--- src/hdl/pdes_pkg.sv ---
// pdes_pkg: shared types, codes and constants of the projectile drag Euler step block.
// Used by pdes_ctrl, pdes_datapath and the top level; depends on nothing.
package pdes_pkg;

    localparam int unsigned CFG_AW = 3;

    // register indexes
    localparam logic [CFG_AW-1:0] REG_DRAG   = 3'd0;
    localparam logic [CFG_AW-1:0] REG_WIND_X = 3'd1;
    localparam logic [CFG_AW-1:0] REG_WIND_Y = 3'd2;
    localparam logic [CFG_AW-1:0] REG_WIND_Z = 3'd3;
    localparam logic [CFG_AW-1:0] REG_GRAV_X = 3'd4;
    localparam logic [CFG_AW-1:0] REG_GRAV_Y = 3'd5;
    localparam logic [CFG_AW-1:0] REG_GRAV_Z = 3'd6;
    localparam logic [CFG_AW-1:0] REG_MUZZLE = 3'd7;

    // item commands
    localparam logic [1:0] CMD_TICK  = 2'd0;
    localparam logic [1:0] CMD_FIRE  = 2'd1;
    localparam logic [1:0] CMD_HIT   = 2'd2;
    // unused code: state unchanged, result still given
    localparam logic [1:0] CMD_SPARE = 2'd3;

    // datapath operations
    localparam logic [4:0] OP_IDLE   = 5'd0;
    localparam logic [4:0] OP_LOAD   = 5'd1;
    localparam logic [4:0] OP_REL    = 5'd2;
    localparam logic [4:0] OP_SQMUL  = 5'd3;
    localparam logic [4:0] OP_SQACC  = 5'd4;
    localparam logic [4:0] OP_SQINIT = 5'd5;
    localparam logic [4:0] OP_SQSTEP = 5'd6;
    localparam logic [4:0] OP_KMMUL  = 5'd7;
    localparam logic [4:0] OP_KM     = 5'd8;
    localparam logic [4:0] OP_DMUL   = 5'd9;
    localparam logic [4:0] OP_DRAG   = 5'd10;
    localparam logic [4:0] OP_ACC    = 5'd11;
    localparam logic [4:0] OP_AMUL   = 5'd12;
    localparam logic [4:0] OP_VEL    = 5'd13;
    localparam logic [4:0] OP_VMUL   = 5'd14;
    localparam logic [4:0] OP_POS    = 5'd15;
    localparam logic [4:0] OP_FMUL   = 5'd16;
    localparam logic [4:0] OP_FIRE   = 5'd17;
    localparam logic [4:0] OP_HIT    = 5'd18;
    localparam logic [4:0] OP_DINIT  = 5'd19;
    localparam logic [4:0] OP_DSTEP  = 5'd20;
    localparam logic [4:0] OP_OUT    = 5'd21;

    localparam int unsigned SQRT_STEPS = 32;
    localparam int unsigned DIV_STEPS  = 17;
    localparam int unsigned LAST_AXIS  = 2;

    localparam logic [15:0]        SCALE_ONE    = 16'd32768;
    localparam logic signed [33:0] DEPTH_OFFSET = 34'sd19660800;     // 300.0 in Q16.16
    localparam logic [39:0]        SCALE_NUM    = 40'd322122547200;  // 150 * 2^16 * 2^15

    typedef struct packed {
        logic [4:0] op;
        logic [1:0] idx;
    } dp_cmd_t;

    typedef struct packed {
        logic [1:0] cmd;
        logic       tick_ok;
    } dp_stat_t;

    function automatic logic signed [31:0] sat32(input logic signed [65:0] x);
        if (x > 66'sd2147483647)
            return 32'sh7FFFFFFF;
        else if (x < -66'sd2147483648)
            return 32'sh80000000;
        else
            return x[31:0];
    endfunction

endpackage

--- src/hdl/pdes_ctrl.sv ---
// pdes_ctrl: sequencer that steps the datapath through one item's operations.
// Depends on pdes_pkg (op codes, command and status structs).
module pdes_ctrl (
    input  logic               clk,
    input  logic               rst_n,
    input  logic               in_valid,
    output logic               in_ready,
    output logic               out_valid,
    input  logic               out_ready,
    output pdes_pkg::dp_cmd_t  cmd,
    input  pdes_pkg::dp_stat_t stat
);
    localparam logic [4:0] S_IDLE   = 5'd0;
    localparam logic [4:0] S_DECODE = 5'd1;
    localparam logic [4:0] S_REL    = 5'd2;
    localparam logic [4:0] S_SQMUL  = 5'd3;
    localparam logic [4:0] S_SQACC  = 5'd4;
    localparam logic [4:0] S_SQINIT = 5'd5;
    localparam logic [4:0] S_SQSTEP = 5'd6;
    localparam logic [4:0] S_KMMUL  = 5'd7;
    localparam logic [4:0] S_KM     = 5'd8;
    localparam logic [4:0] S_DMUL   = 5'd9;
    localparam logic [4:0] S_DRAG   = 5'd10;
    localparam logic [4:0] S_ACC    = 5'd11;
    localparam logic [4:0] S_AMUL   = 5'd12;
    localparam logic [4:0] S_VEL    = 5'd13;
    localparam logic [4:0] S_VMUL   = 5'd14;
    localparam logic [4:0] S_POS    = 5'd15;
    localparam logic [4:0] S_FMUL   = 5'd16;
    localparam logic [4:0] S_FIRE   = 5'd17;
    localparam logic [4:0] S_HIT    = 5'd18;
    localparam logic [4:0] S_DINIT  = 5'd19;
    localparam logic [4:0] S_DSTEP  = 5'd20;
    localparam logic [4:0] S_DONE   = 5'd21;

    logic [4:0] state_reg, state_next;
    logic [1:0] idx_reg, idx_next;
    logic [4:0] cnt_reg, cnt_next;
    logic       out_valid_reg, out_valid_next;
    logic       last_axis;

    assign last_axis = (idx_reg == 2'(pdes_pkg::LAST_AXIS));

    always_comb
    begin
        state_next     = state_reg;
        idx_next       = idx_reg;
        cnt_next       = cnt_reg;
        out_valid_next = out_valid_reg & ~out_ready;
        cmd.op         = pdes_pkg::OP_IDLE;
        cmd.idx        = idx_reg;
        case (state_reg)
            S_IDLE:
            begin
                if (in_valid)
                begin
                    cmd.op     = pdes_pkg::OP_LOAD;
                    state_next = S_DECODE;
                end
            end
            S_DECODE:
            begin
                idx_next = 2'd0;
                if (stat.cmd == pdes_pkg::CMD_TICK && stat.tick_ok)
                    state_next = S_REL;
                else if (stat.cmd == pdes_pkg::CMD_FIRE)
                    state_next = S_FMUL;
                else if (stat.cmd == pdes_pkg::CMD_HIT)
                    state_next = S_HIT;
                else
                    state_next = S_DINIT;
            end
            S_REL:
            begin
                cmd.op     = pdes_pkg::OP_REL;
                state_next = S_SQMUL;
            end
            S_SQMUL:
            begin
                cmd.op     = pdes_pkg::OP_SQMUL;
                state_next = S_SQACC;
            end
            S_SQACC:
            begin
                cmd.op = pdes_pkg::OP_SQACC;
                if (last_axis)
                begin
                    idx_next   = 2'd0;
                    state_next = S_SQINIT;
                end
                else
                begin
                    idx_next   = idx_reg + 2'd1;
                    state_next = S_SQMUL;
                end
            end
            S_SQINIT:
            begin
                cmd.op     = pdes_pkg::OP_SQINIT;
                cnt_next   = 5'd0;
                state_next = S_SQSTEP;
            end
            S_SQSTEP:
            begin
                cmd.op   = pdes_pkg::OP_SQSTEP;
                cnt_next = cnt_reg + 5'd1;
                if (cnt_reg == 5'(pdes_pkg::SQRT_STEPS - 1))
                    state_next = S_KMMUL;
            end
            S_KMMUL:
            begin
                cmd.op     = pdes_pkg::OP_KMMUL;
                state_next = S_KM;
            end
            S_KM:
            begin
                cmd.op     = pdes_pkg::OP_KM;
                state_next = S_DMUL;
            end
            S_DMUL:
            begin
                cmd.op     = pdes_pkg::OP_DMUL;
                state_next = S_DRAG;
            end
            S_DRAG:
            begin
                cmd.op     = pdes_pkg::OP_DRAG;
                state_next = S_ACC;
            end
            S_ACC:
            begin
                cmd.op     = pdes_pkg::OP_ACC;
                state_next = S_AMUL;
            end
            S_AMUL:
            begin
                cmd.op     = pdes_pkg::OP_AMUL;
                state_next = S_VEL;
            end
            S_VEL:
            begin
                cmd.op     = pdes_pkg::OP_VEL;
                state_next = S_VMUL;
            end
            S_VMUL:
            begin
                cmd.op     = pdes_pkg::OP_VMUL;
                state_next = S_POS;
            end
            S_POS:
            begin
                cmd.op = pdes_pkg::OP_POS;
                if (last_axis)
                    state_next = S_DINIT;
                else
                begin
                    idx_next   = idx_reg + 2'd1;
                    state_next = S_DMUL;
                end
            end
            S_FMUL:
            begin
                cmd.op     = pdes_pkg::OP_FMUL;
                state_next = S_FIRE;
            end
            S_FIRE:
            begin
                cmd.op = pdes_pkg::OP_FIRE;
                if (last_axis)
                    state_next = S_DINIT;
                else
                begin
                    idx_next   = idx_reg + 2'd1;
                    state_next = S_FMUL;
                end
            end
            S_HIT:
            begin
                cmd.op     = pdes_pkg::OP_HIT;
                state_next = S_DINIT;
            end
            S_DINIT:
            begin
                cmd.op     = pdes_pkg::OP_DINIT;
                cnt_next   = 5'd0;
                state_next = S_DSTEP;
            end
            S_DSTEP:
            begin
                cmd.op   = pdes_pkg::OP_DSTEP;
                cnt_next = cnt_reg + 5'd1;
                if (cnt_reg == 5'(pdes_pkg::DIV_STEPS - 1))
                    state_next = S_DONE;
            end
            S_DONE:
            begin
                // hold until the result register is free
                if (!out_valid_reg || out_ready)
                begin
                    cmd.op         = pdes_pkg::OP_OUT;
                    out_valid_next = 1'b1;
                    state_next     = S_IDLE;
                end
            end
            default:
            begin
                state_next = S_IDLE;
            end
        endcase
    end

    always_ff @(posedge clk or negedge rst_n)
    begin
        if (!rst_n)
        begin
            state_reg     <= S_IDLE;
            idx_reg       <= 2'd0;
            cnt_reg       <= 5'd0;
            out_valid_reg <= 1'b0;
        end
        else
        begin
            state_reg     <= state_next;
            idx_reg       <= idx_next;
            cnt_reg       <= cnt_next;
            out_valid_reg <= out_valid_next;
        end
    end

    assign in_ready  = (state_reg == S_IDLE);
    assign out_valid = out_valid_reg;

endmodule

--- config.mk ---
export PLATFORM = sky130hd
export DESIGN_NAME = pdes_ctrl
export DESIGN_NICKNAME = d
export VERILOG_FILES = /design/src/hdl/pdes_pkg.sv /design/src/hdl/pdes_ctrl.sv
export SDC_FILE = /design/constraint.sdc
export NUM_CORES = 1
export LEC_CHECK = 0
export ABC_CLOCK_PERIOD_IN_PS = 2500
export BUFFER_PORTS_ARGS = -buffer_cell sky130_fd_sc_hd__clkbuf_2
export CAP_MARGIN = 20
export CORE_ASPECT_RATIO = 1.4
export CORE_UTILIZATION = 55
export DETAILED_ROUTE_END_ITERATION = 7
export PLACE_DENSITY = 0.85
export SLEW_MARGIN = 30
export SYNTH_ARGS = -nofsm -noshare
export SYNTH_HDL_FRONTEND = slang
export SYNTH_SLANG_ARGS = --single-unit
--- constraint.sdc ---
create_clock -name clk -period 2.5 [get_ports clk]
set_input_delay 0.5 -clock clk [delete_from_list [all_inputs] [get_ports clk]]
set_output_delay 0.5 -clock clk [all_outputs]
set_load 0.03 [all_outputs]
# Yosys cells after proc, flatten, opt, wreduce, memory -nomap -nowiden
# Cells that the tools add are included.
dict set report totals {
  regBits 13
  out_inout_bits 9
  word_cells 71
}
dict set report classes {
  addsub 2
  eq_ne 31
  mux 20
  bitwise_logic 2
  reduce_logical 12
}
# cell count
set ops {}
lappend ops {{5-bit one-hot mux with 22 select lines} 1}
lappend ops {{5-bit one-hot mux with 21 select lines} 1}
lappend ops {{5-bit by 4-bit == test with 1-bit output (second input constant)} 8}
lappend ops {{5-bit == test (second input constant)} 8}
lappend ops {{5-bit two-way mux} 7}
lappend ops {{5-bit by 3-bit == test with 1-bit output (second input constant)} 4}
lappend ops {{5-bit by 2-bit == test with 1-bit output (second input constant)} 2}
lappend ops {{2-bit != test (second input constant)} 5}
lappend ops {{5-bit one-hot mux with 2 select lines} 1}
lappend ops {{2-bit two-way mux} 4}
lappend ops {{2-bit one-hot mux with 3 select lines} 1}
lappend ops {{2-bit OR reduction} 3}
lappend ops {{5-bit by 1-bit adder with 5-bit output (second input constant)} 1}
lappend ops {{5-bit by 1-bit == test with 1-bit output (second input constant)} 1}
lappend ops {{5-bit zero test} 1}
lappend ops {{2-bit == test (second input constant)} 2}
lappend ops {{1-bit two-way mux} 4}
lappend ops {{4-bit AND reduction} 1}
lappend ops {{3-bit two-way mux} 1}
lappend ops {{3-bit nonzero test} 1}
lappend ops {{2-bit by 1-bit adder with 2-bit output (second input constant)} 1}
lappend ops {{2-bit by 1-bit == test with 1-bit output (second input constant)} 1}
lappend ops {{2-bit zero test} 1}
lappend ops {{2-bit AND reduction} 1}
lappend ops {{6 further kinds} 6}

# Logic depth before layout (Yosys ltp)
dict set report depth {
  depth_word 5
  mapped_depth 7
  depth_no_buf 7
}

# Worst setup path before layout
# OpenSTA, ideal clock, no wires.
dict set report synth_timing {
  path_kind {register -> output}
  from {register state_reg[0]}
  to {output cmd[2] (netlist name)}
  t_arrival_ns 1.546
  required_ns 2.000
  slack_ns 0.454
  path_stages_with_launch 5
  path_buffers 2
  cell_sequence {dfrtp_1 -> clkbuf_1 -> clkbuf_1 -> a22oi_1 -> o221ai_1}
}
# item line
set synth_rtl {}
lappend synth_rtl {{from (decl)} pdes_ctrl.sv:36} ;# logic [4:0] state_reg, state_next;
lappend synth_rtl {{from (signal assigned)} pdes_ctrl.sv:223} ;# state_reg <= state_next;
lappend synth_rtl {{to (decl)} pdes_ctrl.sv:10} ;# output pdes_pkg::dp_cmd_t cmd,

==> summary.md <==
| Metric | Value |
|---|---|
| Residual DRC | 0 |
| Final WL | about 2.3 mm |
| Crit. End Element | primary output |
| Detailed router's first-iteration violation count | 17 |
| Die Area | 2110 um^2 |
| Largest net degree at the start of global routing | 22 |
| Mapped cell area | roughly 1100 um^2 |
| Mapped Nets | ~140 |
| CTS Buffer Depth | 2 |
| Max-slew violations | 0 |
| Total track usage | 25.1% |
| Clk pwr share | 10.0% |
| Initial DRT Pass Iterations | 4 |
| Starting Density | roughly 59% |
| Power Density | roughly 1100 nW/um^2 |
| Worst Path Max Fanout | 16 |
| Sink Count | 13 |
| Total net switching power | roughly 670 uW |
| Vias per cell | 6.35 |
| Static leakage | between 0.0005 and 0.0006 uW |
| Antenna diodes | 0 |
| P_int | between 600 and 700 uW |
| Total negative slack | 0 ns |
| Setup Crit Path Kind | reg2out |
| Post-synth ARST share | 100% |
| Synth unique cells | 45 |
| Max Cap Violations | 0 |
| YS warnings | 0 |
| Critical Path Start Type | register |
| Area of the core | approximately 1800 um^2 |
| Share of cells above drive strength 1 | about 17% |
| Worst slew margin | roughly three fifths |
| Tcrit/Tclk final | 91.6% |
| Crit path time final | 2.29 ns |
| Final GP Congestion | 0.822 |
| Critical-path cell list | inv_2, nor3_1, nand3_1, o221ai_1, clkbuf_2 |
| Clock latency on the worst-skew pair | 0.27 ns |
| Antenna violations before repair | 0 |
| Overflow after GRT | 0 |
| #FFs+latches synth | 13 |
| Worst EP required | around 2.0 ns |
| Fmax | 437 MHz |
| Actual slew at the worst max-slew pin | between 0.6 and 0.7 ns |
| Unrepaired setup endpoints after global routing | no |
| Die Width | roughly 39 um |
| Crit path arrival time | approximately 1.8 ns |
| CTS tree | done |
| Placed Cells | 151 |
| Antenna-violating nets left | 0 |
| Register area share after synthesis | 30.7% |
| Most used DFF post-synth | dfrtp_1 |
| Post-DP Area | between 1000 and 1500 um^2 |
| Multiplexer share of the synthesized area | roughly 4.0% |
| Root Buffer | clkbuf_4 |
| Largest family of logic cells by synthesized area | compound AO/OA/AOI/OAI gates |
| Die height | roughly 54 um |
| Top Ports | 16 |
| Final Cell Area | 1160 um^2 |
| Clock buffer count from CTS | 3 |
| Vias in the first global route | between 900 and 1,000 |
| Slowest CP cell | dfrtp_2 |
| Gate Count Post-Synth | between 100 and 150 |
| Clk_skew | ~0.0019 ns |
| Post-DP HPWL | roughly 1.8 mm |
| Reg power frac | between 20% and 30% |
| First-pass GRT wire length | roughly 3.7 mm |
| Number of cell rows | 18 |
| EDFF count, synth | 0 |
| Synth Area in Adders | under 10% |
| Combinational power share | between 60% and 70% |
| Final hold vios | 0 |
| Post-Synth Simple-Gate Area | 22.8% |
| Routed len/inst | 14.8 um |
| Worst min path class | in2async |
| Status | complete, no violations |
| Via count | 984 |
| Port Buf Inserts | 15 |
| CTS clk-pin slew, worst paths | roughly 0.08 ns |
| Synth Area in XOR/XNOR | around 1.7% |
| Setup violations, final | 0 |
| Syn avg cell area | between 8 and 9 um^2 |
| H-tree depth | 1 |
| Sw Ratio | between 50% and 60% |
| Nets | 151 |
| Compound-Gate Fraction of Synth Area | approximately a quarter |
| Worst ir drop on vdd | 0.000573 V |
| CP max stage delay | approximately 0.52 ns |
| Final std cells w/o fill | between 150 and 200 |
| P&R area growth vs syn | 10.0% |
logic make-up (layout without fill, tap and decap cells):
kind of cell,after synthesis,after routing
AO/OA/AOI/OAI,34,34
XOR/XNOR,2,2
adder cells (fa/ha/maj),8,8
buffers and inverters,19,31
flip-flops,13,13
multiplexers,4,4
AND/OR/NAND/NOR,43,43
layout make-up:
| cell class | count | area [um^2] |
|---|---|---|
| clock buffer | 4 | 26.3 |
| fill | 162 | 614 |
| inverter | 10 | 37.5 |
| multi-input combinational | 91 | 659 |
| sequential | 13 | 327 |
| tap | 20 | 25.0 |
| timing repair buffer | 17 | 90.1 |
per-layer routing:
layer / part of all wire, % / up-vias / track usage (%)
li1: - / 481 / -
met1: 42 / 467 / 28.3
met2: 52 / 30 / 42.5
met3: 3.6 / 6 / 4.55
met4: 2.0 / 0 / 15.5
met5: 0 / - / 0
worst paths after layout:
| path | startpoint | to | slack (ns) | cells past startpoint |
|---|---|---|---|---|
| worst max register to register | cnt_reg[0] | state_reg[2] | 0.50 | 7 |
| min in group clk | out_ready | out_valid | 0.54 | 3 |
| max in group asynchronous | rst_n | state_reg[2] | 2.13 | 1 |
| worst min-delay path | rst_n | cnt_reg[0] | 0.11 | 1 |
| worst max-delay path | state_reg[2] | cmd[2] | 0.21 | 5 |
| worst min register to register | cnt_reg[4] | cnt_reg[4] | 0.54 | 1 |
stage by stage:
step / hold WS, ns / worst slack [ns] / power [uW] / util, %
3_5_place_dp: 0.412 / 0.401 / 1180 / 63.9
3_3_place_gp: 0.409 / 0.497 / 1150 / 63.9
5_1_grt: 0.115 / 0.0720 / 1420 / 65.5
6_report: 0.109 / 0.210 / 1310 / 65.5
4_1_cts: 0.111 / 0.0872 / 1310 / 65.4
2_1_floorplan: 0.204 / 0.454 / 994 / -
worst max-delay path: cells and delay by family, from the launching register on:
family | cells | cell delay (ns)
compound gates | 1 | 0.12
buf+inv | 2 | 0.34
flops | 1 | 0.52
simple gates | 2 | 0.53
power by group through the flow:
stage          Combinational, uW  Clock (uW)  Sequential [uW]
6_report                     803         131              376
5_1_grt                      890         147              388
4_1_cts                      802         135              373
3_5_place_dp                 799           0              377
3_3_place_gp                 779           0              368
2_1_floorplan                660           0              333
layout by cell type, fill, tap and decap left out, drive strengths merged, types with 5 or more instances in the layout:
master,count
nor3,5
nand2,7
dfrtp,13
ha,8
a21oi,6
nand3,7
clkbuf,19
inv,10
what timing repair did:
item / in CTS / in global routing
setup endpoints to repair: 0 / 2
gates resized for setup: 0 / 1
setup buffers: 0 / 0
hold buffers: 0 / 0
hold endpoints to repair: 0 / 0
cells in the mapped netlist, types with 2 or more instances:
cell | n | area (um^2)
a211o_1 | 2 | 17.5
a22o_1 | 4 | 35.0
buf_1 | 2 | 7.51
nor2b_1 | 2 | 12.5
a22oi_1 | 2 | 15.0
o21ai_0 | 2 | 10.0
nand3b_1 | 2 | 15.0
a21oi_1 | 6 | 30.0
o32ai_1 | 2 | 17.5
nand2_1 | 7 | 26.3
nor2_1 | 4 | 15.0
nand2b_1 | 4 | 25.0
or3_1 | 4 | 25.0
a32oi_1 | 3 | 26.3
nor3_1 | 5 | 25.0
dfrtp_1 | 13 | 325
inv_1 | 9 | 33.8
clkbuf_1 | 5 | 18.8
nand3_1 | 7 | 35.0
o22ai_1 | 3 | 18.8
ha_1 | 8 | 100
buf_2 | 2 | 10.0
mux2i_1 | 2 | 20.0
and3b_1 | 2 | 17.5
No activity file was read; power rests on OpenSTA's default activity.
